`src/sv/rrl_pkg.sv`:
```
// ----------------------------------------------------------------------------
// rrl_pkg
// Shared constants and helpers for the radial ripple LED pattern block.
// ----------------------------------------------------------------------------
`default_nettype none

package rrl_pkg;

  localparam int TIME_W     = 48;
  localparam int DUR_W      = 24;
  localparam int WWS_W      = 8;
  localparam int PEAK_W     = 8;
  localparam int PIX_W      = 6;
  localparam int LEVEL_W    = 8;
  localparam int CFG_IDX_W  = 2;
  localparam int MAX_PIXELS = 64;

  localparam int DEF_GRID_WIDTH  = 8;
  localparam int DEF_GRID_HEIGHT = 8;

  // register indexes
  localparam logic [CFG_IDX_W-1:0] CFG_DURATION = 2'd0;
  localparam logic [CFG_IDX_W-1:0] CFG_WAVE_W   = 2'd1;
  localparam logic [CFG_IDX_W-1:0] CFG_PEAK     = 2'd2;

  localparam logic [DUR_W-1:0]  RST_DURATION = 24'd3000000;
  localparam logic [WWS_W-1:0]  RST_WAVE_W   = 8'd40;
  localparam logic [PEAK_W-1:0] RST_PEAK     = 8'd100;

  // floor square root, elaboration time only
  function automatic int rrl_isqrt(input longint v);
    longint root;
    longint trial;
    root = 0;
    for (int b = 15; b >= 0; b--) begin
      trial = root | (longint'(1) << b);
      if (trial * trial <= v) begin
        root = trial;
      end
    end
    return int'(root);
  endfunction

endpackage

`default_nettype wire

```
`src/sv/rrl_sqrt.sv`:
```
// ----------------------------------------------------------------------------
// rrl_sqrt
// Bit-serial integer square root, one root bit per cycle.
// ----------------------------------------------------------------------------
`default_nettype none

module rrl_sqrt #(
  parameter int RW = 12
) (
  input  wire logic            clk,
  input  wire logic            rst,
  input  wire logic            start,
  input  wire logic [2*RW-1:0] opnd,
  output logic                 done,
  output logic [RW-1:0]        root
);

  localparam int CW = $clog2(RW + 1);

  logic [2*RW-1:0] a;
  logic [RW:0]     r;
  logic [CW-1:0]   cnt;
  logic            running;
  logic [RW+2:0]   rt;
  logic [RW+2:0]   t;

  assign rt = {r, a[2*RW-1:2*RW-2]};
  assign t  = {1'b0, root, 2'b01};

  always_ff @(posedge clk) begin
    if (rst) begin
      running <= 1'b0;
      done    <= 1'b0;
      cnt     <= '0;
    end else begin
      done <= 1'b0;
      if (start) begin
        a       <= opnd;
        r       <= '0;
        root    <= '0;
        cnt     <= CW'(RW);
        running <= 1'b1;
      end else if (running) begin
        a <= {a[2*RW-3:0], 2'b00};
        if (rt >= t) begin
          r    <= (RW+1)'(rt - t);
          root <= {root[RW-2:0], 1'b1};
        end else begin
          r    <= (RW+1)'(rt);
          root <= {root[RW-2:0], 1'b0};
        end
        cnt <= cnt - 1'b1;
        if (cnt == CW'(1)) begin
          running <= 1'b0;
          done    <= 1'b1;
        end
      end
    end
  end

endmodule

`default_nettype wire

```
`src/sv/rrl_div.sv`:
```
// ----------------------------------------------------------------------------
// rrl_div
// Bit-serial restoring divider, one quotient bit per cycle.
// ----------------------------------------------------------------------------
`default_nettype none

module rrl_div #(
  parameter int NW = 37,
  parameter int DW = 24
) (
  input  wire logic          clk,
  input  wire logic          rst,
  input  wire logic          start,
  input  wire logic [NW-1:0] num,
  input  wire logic [DW-1:0] den,
  output logic               done,
  output logic [NW-1:0]      quo
);

  localparam int CW = $clog2(NW + 1);

  logic [DW-1:0] rem;
  logic [DW-1:0] dreg;
  logic [CW-1:0] cnt;
  logic          running;
  logic [DW:0]   trial;

  // numerator bits leave at the top of quo while quotient bits enter below
  assign trial = {rem, quo[NW-1]};

  always_ff @(posedge clk) begin
    if (rst) begin
      running <= 1'b0;
      done    <= 1'b0;
      cnt     <= '0;
    end else begin
      done <= 1'b0;
      if (start) begin
        quo     <= num;
        dreg    <= den;
        rem     <= '0;
        cnt     <= CW'(NW);
        running <= 1'b1;
      end else if (running) begin
        if (trial >= {1'b0, dreg}) begin
          rem <= DW'(trial - {1'b0, dreg});
          quo <= {quo[NW-2:0], 1'b1};
        end else begin
          rem <= DW'(trial);
          quo <= {quo[NW-2:0], 1'b0};
        end
        cnt <= cnt - 1'b1;
        if (cnt == CW'(1)) begin
          running <= 1'b0;
          done    <= 1'b1;
        end
      end
    end
  end

endmodule

`default_nettype wire

```
`src/sv/radial_ripple_led_pattern.sv`:
```
// ----------------------------------------------------------------------------
// radial_ripple_led_pattern
// Expanding ring brightness pattern over a small LED grid.
// ----------------------------------------------------------------------------
// A restart transaction clears the ripple state and yields nothing. A frame
// transaction first runs a bit-serial radius division (36 quotient bits),
// unless the ripple has finished or the duration is zero, then walks the
// pixels one at a time: each pixel on the ring needs the serial square root
// (AW+8 root bits, 11 for an 8 wide grid), the serial intensity divider (20
// quotient bits) and the hand-off, multiply and output states; an output
// stall holds the frame in its emit state. Pixels off the ring skip the
// divider. Frames after the ripple has finished skip the arithmetic. The
// input is stalled while a frame is being worked on.
`default_nettype none

module radial_ripple_led_pattern #(
  parameter int GRID_WIDTH  = rrl_pkg::DEF_GRID_WIDTH,
  parameter int GRID_HEIGHT = rrl_pkg::DEF_GRID_HEIGHT
) (
  input  wire logic                        clk,
  input  wire logic                        rst,
  input  wire logic                        in_valid,
  output logic                             in_stall,
  input  wire logic                        kind,
  input  wire logic [rrl_pkg::TIME_W-1:0]  now_us,
  output logic                             out_valid,
  input  wire logic                        out_stall,
  output logic [rrl_pkg::PIX_W-1:0]        led_index,
  output logic [rrl_pkg::LEVEL_W-1:0]      level,
  output logic                             last,
  input  wire logic                        cfg_we,
  input  wire logic [rrl_pkg::CFG_IDX_W-1:0] cfg_index,
  input  wire logic [rrl_pkg::DUR_W-1:0]   cfg_data
);

  import rrl_pkg::*;

  localparam int MAXWH = (GRID_WIDTH > GRID_HEIGHT) ? GRID_WIDTH : GRID_HEIGHT;
  localparam int AW    = $clog2(MAXWH);
  localparam int XW    = $clog2(GRID_WIDTH);
  localparam int YW    = (GRID_HEIGHT > 1) ? $clog2(GRID_HEIGHT) : 1;
  localparam int RW    = AW + 8;
  localparam int SSW   = 2 * AW + 1;
  localparam int NPIX  = (GRID_WIDTH * GRID_HEIGHT > MAX_PIXELS) ?
                         MAX_PIXELS : GRID_WIDTH * GRID_HEIGHT;
  localparam int MAXD  = rrl_isqrt(longint'((GRID_WIDTH - 1) * (GRID_WIDTH - 1) +
                         (GRID_HEIGHT - 1) * (GRID_HEIGHT - 1)) << 14);
  localparam int RNW   = DUR_W + RW + 1;
  localparam int WQW   = 12;
  localparam int INW   = WQW + 8;
  localparam int DFW   = (RW + 1 > WQW) ? RW + 1 : WQW;

  localparam logic [RW:0]      TWO_MAXD = (RW + 1)'(2 * MAXD);
  localparam logic [AW:0]      WM1      = (AW + 1)'(GRID_WIDTH - 1);
  localparam logic [AW:0]      HM1      = (AW + 1)'(GRID_HEIGHT - 1);
  localparam logic [XW-1:0]    XLAST    = XW'(GRID_WIDTH - 1);
  localparam logic [PIX_W-1:0] LASTIDX  = PIX_W'(NPIX - 1);

  typedef enum logic [3:0] {
    S_IDLE, S_PROD, S_RDIV, S_RWAIT, S_PIX, S_SQW, S_DIFF, S_IDIV, S_SQR,
    S_LVL, S_EMIT
  } state_t;

  state_t state;

  logic [DUR_W-1:0]  duration_us;
  logic [WWS_W-1:0]  wave_width_sixteenths;
  logic [PEAK_W-1:0] peak_level;

  logic              started;
  logic              finished;
  logic [TIME_W-1:0] origin_time;

  logic [DUR_W-1:0]   elap;
  logic [RNW-1:0]     prod;
  logic [RW:0]        radius;
  logic [RW-1:0]      pix_dist;
  logic [8:0]         inten;
  logic [9:0]         sq;
  logic [LEVEL_W-1:0] lvl;
  logic [XW-1:0]      x;
  logic [YW-1:0]      y;
  logic [PIX_W-1:0]   idx;

  // frame arrival
  logic [TIME_W-1:0] org;
  logic [TIME_W-1:0] elapsed;
  logic              fin_now;

  assign org     = started ? origin_time : now_us;
  assign elapsed = now_us - org;
  assign fin_now = finished || (elapsed > TIME_W'(duration_us));

  // pixel geometry in half-cell units
  logic [AW:0]       tx;
  logic [AW:0]       ty;
  logic [AW-1:0]     ax;
  logic [AW-1:0]     ay;
  logic [SSW-1:0]    sqsum;
  logic [2*RW-1:0]   sq_opnd;

  assign tx = (AW + 1)'({x, 1'b0});
  assign ty = (AW + 1)'({y, 1'b0});
  assign ax = (tx >= WM1) ? AW'(tx - WM1) : AW'(WM1 - tx);
  assign ay = (ty >= HM1) ? AW'(ty - HM1) : AW'(HM1 - ty);
  assign sqsum = SSW'(ax) * SSW'(ax) + SSW'(ay) * SSW'(ay);
  assign sq_opnd = (2 * RW)'({sqsum, 14'b0});

  logic [DFW-1:0] d_ext;
  logic [DFW-1:0] r_ext;
  logic [DFW-1:0] w_ext;
  logic [DFW-1:0] diff;
  logic           on_ring;
  logic [INW-1:0] inum;

  assign d_ext   = DFW'(pix_dist);
  assign r_ext   = DFW'(radius);
  assign w_ext   = DFW'({wave_width_sixteenths, 4'b0000});
  assign diff    = (d_ext > r_ext) ? d_ext - r_ext : r_ext - d_ext;
  assign on_ring = diff < w_ext;
  assign inum    = {WQW'(w_ext - diff), 8'b0};

  logic           sqrt_start;
  logic           sqrt_done;
  logic [RW-1:0]  sqrt_root;
  logic           rdiv_start;
  logic           rdiv_done;
  logic [RNW-1:0] rdiv_quo;
  logic           idiv_start;
  logic           idiv_done;
  logic [INW-1:0] idiv_quo;

  assign sqrt_start = (state == S_PIX) && !finished;
  assign rdiv_start = (state == S_RDIV);
  assign idiv_start = (state == S_DIFF) && on_ring;

  rrl_sqrt #(.RW(RW)) u_sqrt (
    .clk   (clk),
    .rst   (rst),
    .start (sqrt_start),
    .opnd  (sq_opnd),
    .done  (sqrt_done),
    .root  (sqrt_root)
  );

  rrl_div #(.NW(RNW), .DW(DUR_W)) u_rdiv (
    .clk   (clk),
    .rst   (rst),
    .start (rdiv_start),
    .num   (prod),
    .den   (duration_us),
    .done  (rdiv_done),
    .quo   (rdiv_quo)
  );

  rrl_div #(.NW(INW), .DW(WQW)) u_idiv (
    .clk   (clk),
    .rst   (rst),
    .start (idiv_start),
    .num   (inum),
    .den   (WQW'(w_ext)),
    .done  (idiv_done),
    .quo   (idiv_quo)
  );

  assign in_stall = (state != S_IDLE);

  always_ff @(posedge clk) begin
    if (rst) begin
      duration_us           <= RST_DURATION;
      wave_width_sixteenths <= RST_WAVE_W;
      peak_level            <= RST_PEAK;
    end else if (cfg_we) begin
      unique case (cfg_index)
        CFG_DURATION: duration_us           <= cfg_data;
        CFG_WAVE_W:   wave_width_sixteenths <= cfg_data[WWS_W-1:0];
        CFG_PEAK:     peak_level            <= cfg_data[PEAK_W-1:0];
        default: ;
      endcase
    end
  end

  always_ff @(posedge clk) begin
    if (rst) begin
      state       <= S_IDLE;
      started     <= 1'b0;
      finished    <= 1'b0;
      origin_time <= '0;
      out_valid   <= 1'b0;
    end else begin
      // the emit state reloads the output register itself
      if (out_valid && !out_stall && state != S_EMIT) begin
        out_valid <= 1'b0;
      end
      unique case (state)
        S_IDLE: begin
          x   <= '0;
          y   <= '0;
          idx <= '0;
          if (in_valid) begin
            if (kind) begin
              started  <= 1'b0;
              finished <= 1'b0;
            end else begin
              origin_time <= org;
              started     <= 1'b1;
              finished    <= fin_now;
              elap        <= elapsed[DUR_W-1:0];
              radius      <= '0;
              if (fin_now || duration_us == '0) begin
                state <= S_PIX;
              end else begin
                state <= S_PROD;
              end
            end
          end
        end
        S_PROD: begin
          prod  <= RNW'(elap) * RNW'(TWO_MAXD);
          state <= S_RDIV;
        end
        S_RDIV: state <= S_RWAIT;
        S_RWAIT: begin
          if (rdiv_done) begin
            radius <= rdiv_quo[RW:0];
            state  <= S_PIX;
          end
        end
        S_PIX: begin
          if (finished) begin
            lvl   <= '0;
            state <= S_EMIT;
          end else begin
            state <= S_SQW;
          end
        end
        S_SQW: begin
          if (sqrt_done) begin
            pix_dist <= sqrt_root;
            state    <= S_DIFF;
          end
        end
        S_DIFF: begin
          if (on_ring) begin
            state <= S_IDIV;
          end else begin
            lvl   <= '0;
            state <= S_EMIT;
          end
        end
        S_IDIV: begin
          if (idiv_done) begin
            inten <= idiv_quo[8:0];
            state <= S_SQR;
          end
        end
        S_SQR: begin
          sq    <= 10'((18'(inten) * 18'(inten)) >> 8);
          state <= S_LVL;
        end
        S_LVL: begin
          lvl   <= LEVEL_W'((18'(sq) * 18'(peak_level)) >> 8);
          state <= S_EMIT;
        end
        S_EMIT: begin
          if (!out_valid || !out_stall) begin
            out_valid <= 1'b1;
            led_index <= idx;
            level     <= lvl;
            last      <= (idx == LASTIDX);
            if (idx == LASTIDX) begin
              state <= S_IDLE;
            end else begin
              idx <= idx + 1'b1;
              if (x == XLAST) begin
                x <= '0;
                y <= y + 1'b1;
              end else begin
                x <= x + 1'b1;
              end
              state <= S_PIX;
            end
          end
        end
        default: state <= S_IDLE;
      endcase
    end
  end

  a_restart_clears: assert property (@(posedge clk) disable iff (rst)
    (in_valid && !in_stall && kind) |=> (!started && !finished))
    else $error("restart did not clear ripple state");

  a_last_index: assert property (@(posedge clk) disable iff (rst)
    (out_valid && last) |-> (led_index == LASTIDX))
    else $error("last marked on wrong pixel");

  a_fin_started: assert property (@(posedge clk) disable iff (rst)
    finished |-> started)
    else $error("finished without a start time");

  a_radius_bound: assert property (@(posedge clk) disable iff (rst)
    (state == S_PIX) |-> (radius <= TWO_MAXD))
    else $error("radius beyond twice the corner distance");

endmodule

`default_nettype wire

```
`config.mk`:
```
export PLATFORM = sky130hd
export DESIGN_NAME = radial_ripple_led_pattern
export DESIGN_NICKNAME = d
export VERILOG_FILES = /design/src/sv/rrl_pkg.sv /design/src/sv/rrl_sqrt.sv /design/src/sv/rrl_div.sv /design/src/sv/radial_ripple_led_pattern.sv
export SDC_FILE = /design/constraint.sdc
export NUM_CORES = 2
export LEC_CHECK = 0
export ABC_AREA = 1
export ABC_CLOCK_PERIOD_IN_PS = 7950
export BUFFER_PORTS_ARGS = -buffer_cell sky130_fd_sc_hd__clkbuf_2
export CAP_MARGIN = 20
export CELL_PAD_IN_SITES_DETAIL_PLACEMENT = 0
export CELL_PAD_IN_SITES_GLOBAL_PLACEMENT = 1
export CORE_MARGIN = 1
export CORE_UTILIZATION = 49
export CTS_CLUSTER_DIAMETER = 200
export DETAILED_ROUTE_END_ITERATION = 12
export PLACE_DENSITY = 0.8
export SYNTH_ARGS = -nofsm -noshare
export SYNTH_HDL_FRONTEND = slang
export SYNTH_SLANG_ARGS = --single-unit
```
`constraint.sdc`:
```
create_clock -name clk -period 7.95 [get_ports clk]
set_clock_uncertainty 0.05 [all_clocks]
set_input_delay 1.59 -clock clk [delete_from_list [all_inputs] [get_ports clk]]
set_output_delay 1.59 -clock clk [all_outputs]
set_load 0.005 [all_outputs]
```
**After elaboration in Yosys (flattened, before gate mapping)**

Index checks and enable logic that the tools add are counted.

- Multipliers: 5
- Bitwise gates (word level): 5
- $add $sub $neg: 18
- Reduce and logical (&&, ||, !) cells: 47
- Order comparisons: 8
- Equality and inequality tests: 28
- Multiplexer cells: 72

Operators by type and width:

| operator | count |
|---|---|
| $mux 12 | 8 |
| $mux 36 | 2 |
| $gt 48x24->1 | 1 |
| $mux 24 | 2 |
| $mux 48 | 1 |
| $sub 48x48->48 | 1 |
| $pmux 4 s11 | 1 |
| $mux 20 | 2 |
| $mux 4 | 10 |
| $sub 12x12->12 | 3 |
| $mul 24x11->35 const B | 1 |
| $mux 3 | 10 |
| $ge 25x24->1 | 1 |
| $logic_not 24->1 | 1 |
| $mux 6 | 4 |
| $pmux 12 s2 | 1 |
| $pmux 8 s3 | 1 |
| $sub 24x24->24 | 1 |
| $mux 22 | 1 |
| $reduce_and 2->1 | 11 |
| $mux 21 | 1 |
| $mux 1 | 20 |
| $mul 9x9->18 | 1 |
| $eq 4x3->1 const B | 4 |
| 49 further kinds | 94 |

- Output and inout bits: 17
- Bits of input ports: 80
- Register bits: 419
- Logic and storage cells: 228

**Depth between registers and ports, before layout**

- Depth in word-level cells: 9
- Mapped depth: 33
- Gate-level depth less buffers: 31

**Cells and area by module**

From an unflattened synthesis, not the netlist that was laid out.

- Cells, all modules: 4321
- Area total of the unflattened synthesis: 34850.9 µm²

By module, submodules not included:

| module | seq. area each (µm²) | instances | cells each | area an instance (µm²) |
|---|---|---|---|---|
| radial_ripple_led_pattern | 5985.7 | 1 | 2868 | 23377.4 |
| rrl_div at u_rdiv | 2682.6 | 1 | 730 | 5625.4 |
| rrl_sqrt | 1471.4 | 1 | 368 | 2930.3 |
| rrl_div at u_idiv | 1461.4 | 1 | 355 | 2917.8 |

**Worst setup path after synthesis**

No wires, ideal clock.

- Path type: input to register
- From: in rst
- To: reg u_rdiv.quo[0] (enable)
- Required time: 7.337 ns
- Library setup time: 0.563 ns
- Data arrival time: 6.092 ns
- Cell stages on the path: 2
- Path slack: 1.245 ns
- Buffers on the path: 1
- Cell sequence: clkbuf_1 o21ai_0

- Longest elaborated chain between the ends: 2

Ends and longest elaborated chain:

| item | RTL line | RTL |
|---|---|---|
| start: declaration | radial_ripple_led_pattern.sv:21 | `input wire logic rst,` |
| $not 1->1 (no source line) | - |  |
| $reduce_and 2->1 (no source line) | - |  |
| end signal: assignment | rrl_div.sv:39 | `quo <= num;` |
| end signal: assignment | rrl_div.sv:47 | `quo <= {quo[NW-2:0], 1'b1};` |
| end signal: assignment | rrl_div.sv:50 | `quo <= {quo[NW-2:0], 1'b0};` |
| end: declaration | rrl_div.sv:17 | `output logic [NW-1:0] quo` |

Every way passes these cells.
A chain may end at the register's enable or synchronous reset.

**Worst setup path in the final report**

- From: reg pix_dist[0]
- To: reg u_idiv.quo[5] (enable)

- Longest elaborated chain between the ends: 6
- Elaborated cells between the ends (all ways): 8
- Classes of those cells: add/sub: 2; order compare: 2; mux: 1; reduce/logical: 3

Ends and longest elaborated chain:

| item | RTL line | RTL |
|---|---|---|
| start: declaration | radial_ripple_led_pattern.sv:77 | `logic [RW-1:0] pix_dist;` |
| start signal: assignment | radial_ripple_led_pattern.sv:239 | `pix_dist <= sqrt_root;` |
| $sub 12x11->12 (tied with other cells) | radial_ripple_led_pattern.sv:119 | `assign diff = (d_ext > r_ext) ? d_ext - r_ext : r_ext - d_ext;` |
| $mux 12 * | radial_ripple_led_pattern.sv:119 |  |
| $lt 12x12->1 * | radial_ripple_led_pattern.sv:120 | `assign on_ring = diff < w_ext;` |
| $logic_and 1x1->1 * | radial_ripple_led_pattern.sv:135 | `assign idiv_start = (state == S_DIFF) && on_ring;` |
| $reduce_bool 2->1 (no source line) * | - |  |
| $reduce_and 2->1 (no source line) * | - |  |
| end signal: assignment | rrl_div.sv:39 |  |
| end signal: assignment | rrl_div.sv:47 |  |
| end signal: assignment | rrl_div.sv:50 |  |
| end: declaration | rrl_div.sv:17 |  |

Every way passes the cells marked *; elsewhere a longest branch is shown, timed or not.

==> metrics.txt <==
outcome=complete, no violations; standard cell area after detailed placement=33,680 sq um; global router's overall resource usage=23.44%; leakage power total=17.03 nW; fraction of the yosys area taken by sequential cells=34.03%; sum of net half-perimeters after detailed placement=61,220 um; setup-violating endpoint count in the final report=0; leading cell type in the layout, fill and taps excluded=sky130_fd_sc_hd__nand2_1; count of pins on the block boundary=97; combinational family with the most area after synthesis=adder cells; count of flip-flops with a built-in enable after synthesis=289; leading cell types in the layout, fill and taps excluded=sky130_fd_sc_hd__nand2_1, sky130_fd_sc_hd__inv_1, sky130_fd_sc_hd__ha_1; net switching power figure=5.493 mW; diode insertion count for antenna repair=0; die area=67,010 sq um; number of instances in the synthesized netlist=3,833; slew at the pin closest to its max-slew limit=1.076 ns; DRT iter0 DRCs=1,450; WL final=76,760 um; synthesized-area fraction occupied by and/or/nand/nor cells=17.07%; sum of internal, switching and leakage power=12.45 mW; power density relative to cell area=352.9 nW/um^2; Initial Util=49.88%; global route overflow=0; global-route wire length before repair=125,900 um; Vias=24,680; drc violations=0; Post-CTS Hold Fix Bufs=0; number of buffers added for setup after CTS=0; proportion of total power due to net switching=44.11%; Core Region=64,810 sq um; fill cell count=6,075; number of pins exceeding their max-slew limit in the final report=0; synthesis warning total=0; initial antenna violation count=0; cell area after layout=35,280 sq um; post-CTS sizing=0; number of sinks handled by clock tree synthesis=405; critical path class=register to register; type of element capturing the critical path=register; fraction of final layout cells sized beyond drive strength 1=6.358%; number of levels in the clock H-tree=2; maximum fanout count along the critical path=48; Gate power share=56.6%; WL per Instance=15.98 um; largest net degree at the start of global routing=97; Die Height=258.9 um; max-slew headroom at the worst pin=27.69%; number of buffers inserted by port buffering=96; slowest stage delay, CP=0.41 ns; worst skew pair latency=0.62 ns; Critical Path RT=8.15 ns; synthesized area per cell=8.434 sq um; final weighted congestion in routability-driven placement=0.9034; RSZ-0062 raised after global routing=false; synthesized cell area=32,330 sq um; synthesized-area fraction occupied by xor and xnor cells=3.658%; via density per instance=5.139; distinct cell type count after synthesis=58; P&R area growth vs syn=9.146%; Final Hold Fails=0; synthesized-area fraction occupied by ao, oa, aoi and oai cells=9.870%; most frequent cell on the critical path=sky130_fd_sc_hd__nand2_1; remaining number of nets flagged by the antenna check after routing=0; largest vdd supply drop=0.4195 mV; gate family responsible for the most delay along the worst path=simple AND/OR/NAND/NOR gates; deepest clock path buffer count=3; number of placement rows=93; final worst path period share=68.75%; post-synthesis sequential element count=405; Arr. time, crit path=5.67 ns; clock tree from TritonCTS=yes; maximum clock rate=183.0 MHz; worst min path class=register to register; CP startpoint kind=register; master of the slowest instance on the critical path=sky130_fd_sc_hd__nor2_2; post-layout net count=4,506; internal power component=6.959 mW; adder-cell share of the synthesized area=24.40%; number of max-capacitance violations reported=0; number of global-route vias before repair=24,560; clock slew at reported path FFs=0.06 ns; combined buffer and inverter count along the critical path=7; fraction of power consumed by the clock network=17.7%; min cycle time layout=5.466 ns; dominant register cell in the synthesized netlist=sky130_fd_sc_hd__edfxtp_1; number of buffers inserted during clock tree synthesis=47; clock root buffer=sky130_fd_sc_hd__clkbuf_16; sequential power share=25.7%; fraction of registers with async set/reset=0%; drt pass-1 iters=5; Setup TNS=0 ns; proportion of synthesized area in mux cells=1.529%; Synth Net Count=4,430; die boundary width=258.9 um
-- routing by layer --
layer  GRT usage, %  vias to the layer above  wire (um)
met2          39.29                      424      35900
met3          2.367                      115       3026
li1               -                    12550          -
met1          32.07                    11600      35750
met5              0                        -          0
met4          6.821                        0       2078
-- path summary, 6_finish.rpt --
path	startpoint	end	slack, ns	cells past startpoint
worst max-delay path	pix_dist[0]	u_idiv.quo[5]	2.48	27
worst min-delay path	lvl[3]	level[3]	0.37	0
worst max register to register	pix_dist[0]	u_idiv.quo[5]	2.48	27
worst min register to register	lvl[3]	level[3]	0.37	0
-- area by class of cell --
type | count | area (sq um) | share of cell area [%]
Tap cell | 855 | 1070 | 3.032
Multi-Input combinational cell | 2629 | 18330 | 51.94
Timing Repair Buffer | 115 | 631.9 | 1.791
Clock buffer | 56 | 1251 | 3.546
Clock inverter | 32 | 335.3 | 0.9504
Inverter | 711 | 2669 | 7.564
Sequential cell | 405 | 11000 | 31.18
-- cells by family after synthesis --
logic type | after synthesis
DFF | 405
buffers and inverters | 799
xor gates and xnor gates | 135
and+or+nand+nor | 1373
muxes | 49
adders and majority gates | 517
AOI/OAI and AO/OA | 555
-- synthesized netlist by cell type, types with 4 or more instances --
master / instances / area (sq um)
sky130_fd_sc_hd__buf_1: 13 / 48.80
sky130_fd_sc_hd__edfxtp_1: 289 / 8678
sky130_fd_sc_hd__a211oi_1: 54 / 405.4
sky130_fd_sc_hd__a21oi_1: 240 / 1201
sky130_fd_sc_hd__nand2_1: 885 / 3322
sky130_fd_sc_hd__nor4_1: 11 / 68.82
sky130_fd_sc_hd__clkbuf_1: 58 / 217.7
sky130_fd_sc_hd__nor2_1: 285 / 1070
sky130_fd_sc_hd__o21ai_1: 22 / 110.1
sky130_fd_sc_hd__nor2_2: 4 / 25.02
sky130_fd_sc_hd__inv_2: 12 / 45.04
sky130_fd_sc_hd__o21ai_0: 140 / 700.7
sky130_fd_sc_hd__nand3_1: 104 / 520.5
sky130_fd_sc_hd__xor2_1: 84 / 735.7
sky130_fd_sc_hd__ha_1: 328 / 4104
sky130_fd_sc_hd__buf_2: 10 / 50.05
sky130_fd_sc_hd__or2_2: 7 / 43.79
sky130_fd_sc_hd__o211ai_1: 18 / 135.1
sky130_fd_sc_hd__a21boi_0: 4 / 30.03
sky130_fd_sc_hd__a21o_1: 5 / 37.54
sky130_fd_sc_hd__a221oi_1: 4 / 35.03
sky130_fd_sc_hd__o21bai_1: 23 / 172.7
sky130_fd_sc_hd__a31oi_1: 9 / 56.30
sky130_fd_sc_hd__nor3_1: 30 / 150.1
sky130_fd_sc_hd__dfxtp_1: 116 / 2322
sky130_fd_sc_hd__o21a_1: 11 / 82.58
sky130_fd_sc_hd__nand4_1: 29 / 181.4
sky130_fd_sc_hd__a21boi_1: 4 / 30.03
sky130_fd_sc_hd__xnor2_1: 51 / 446.7
sky130_fd_sc_hd__nand2_2: 4 / 25.02
sky130_fd_sc_hd__fa_1: 189 / 3784
sky130_fd_sc_hd__buf_6: 4 / 45.04
sky130_fd_sc_hd__inv_1: 699 / 2624
sky130_fd_sc_hd__mux2i_1: 46 / 460.4
-- flip-flops by register name, summed over array words and instances (netlist names), 9 cells and up, named ones only --
name / count
duration_us: 24
u_idiv.quo: 20
r_ext: 12
inten: 9
u_rdiv.dreg: 24
elap: 24
u_sqrt.r: 12
u_rdiv.quo: 36
origin_time: 48
u_rdiv.rem: 24
u_idiv.rem: 12
pix_dist: 11
prod: 35
u_sqrt.root: 11
sq: 10
-- stage by stage --
| stage | utilization [%] | instances | hold WS, ns | worst slack (ns) |
|---|---|---|---|---|
| 4_1_cts | 54.42 | 4802 | 0.3652 | 2.489 |
| 5_1_grt | 54.44 | 4803 | 0.3874 | 1.939 |
| 3_3_place_gp | 51.96 | 4713 | 0.3511 | 2.540 |
| 6_report | 54.44 | 4803 | 0.3684 | 2.484 |
| 2_1_floorplan | - | 3833 | 0.3503 | 1.245 |
| 3_5_place_dp | 51.97 | 4714 | 0.3561 | 2.462 |
-- power groups by stage --
| stage | combinational (mW) | sequential (mW) | clock [mW] |
|---|---|---|---|
| after floorplan | 5.50 | 3.17 | 0 |
| after global placement | 6.99 | 3.24 | 0 |
| after detailed placement | 7.03 | 3.24 | 0 |
| after CTS | 7.08 | 3.20 | 2.26 |
| after global routing | 8.07 | 3.24 | 2.34 |
| final | 7.05 | 3.20 | 2.20 |
No activity file was read; power rests on OpenSTA's default activity.
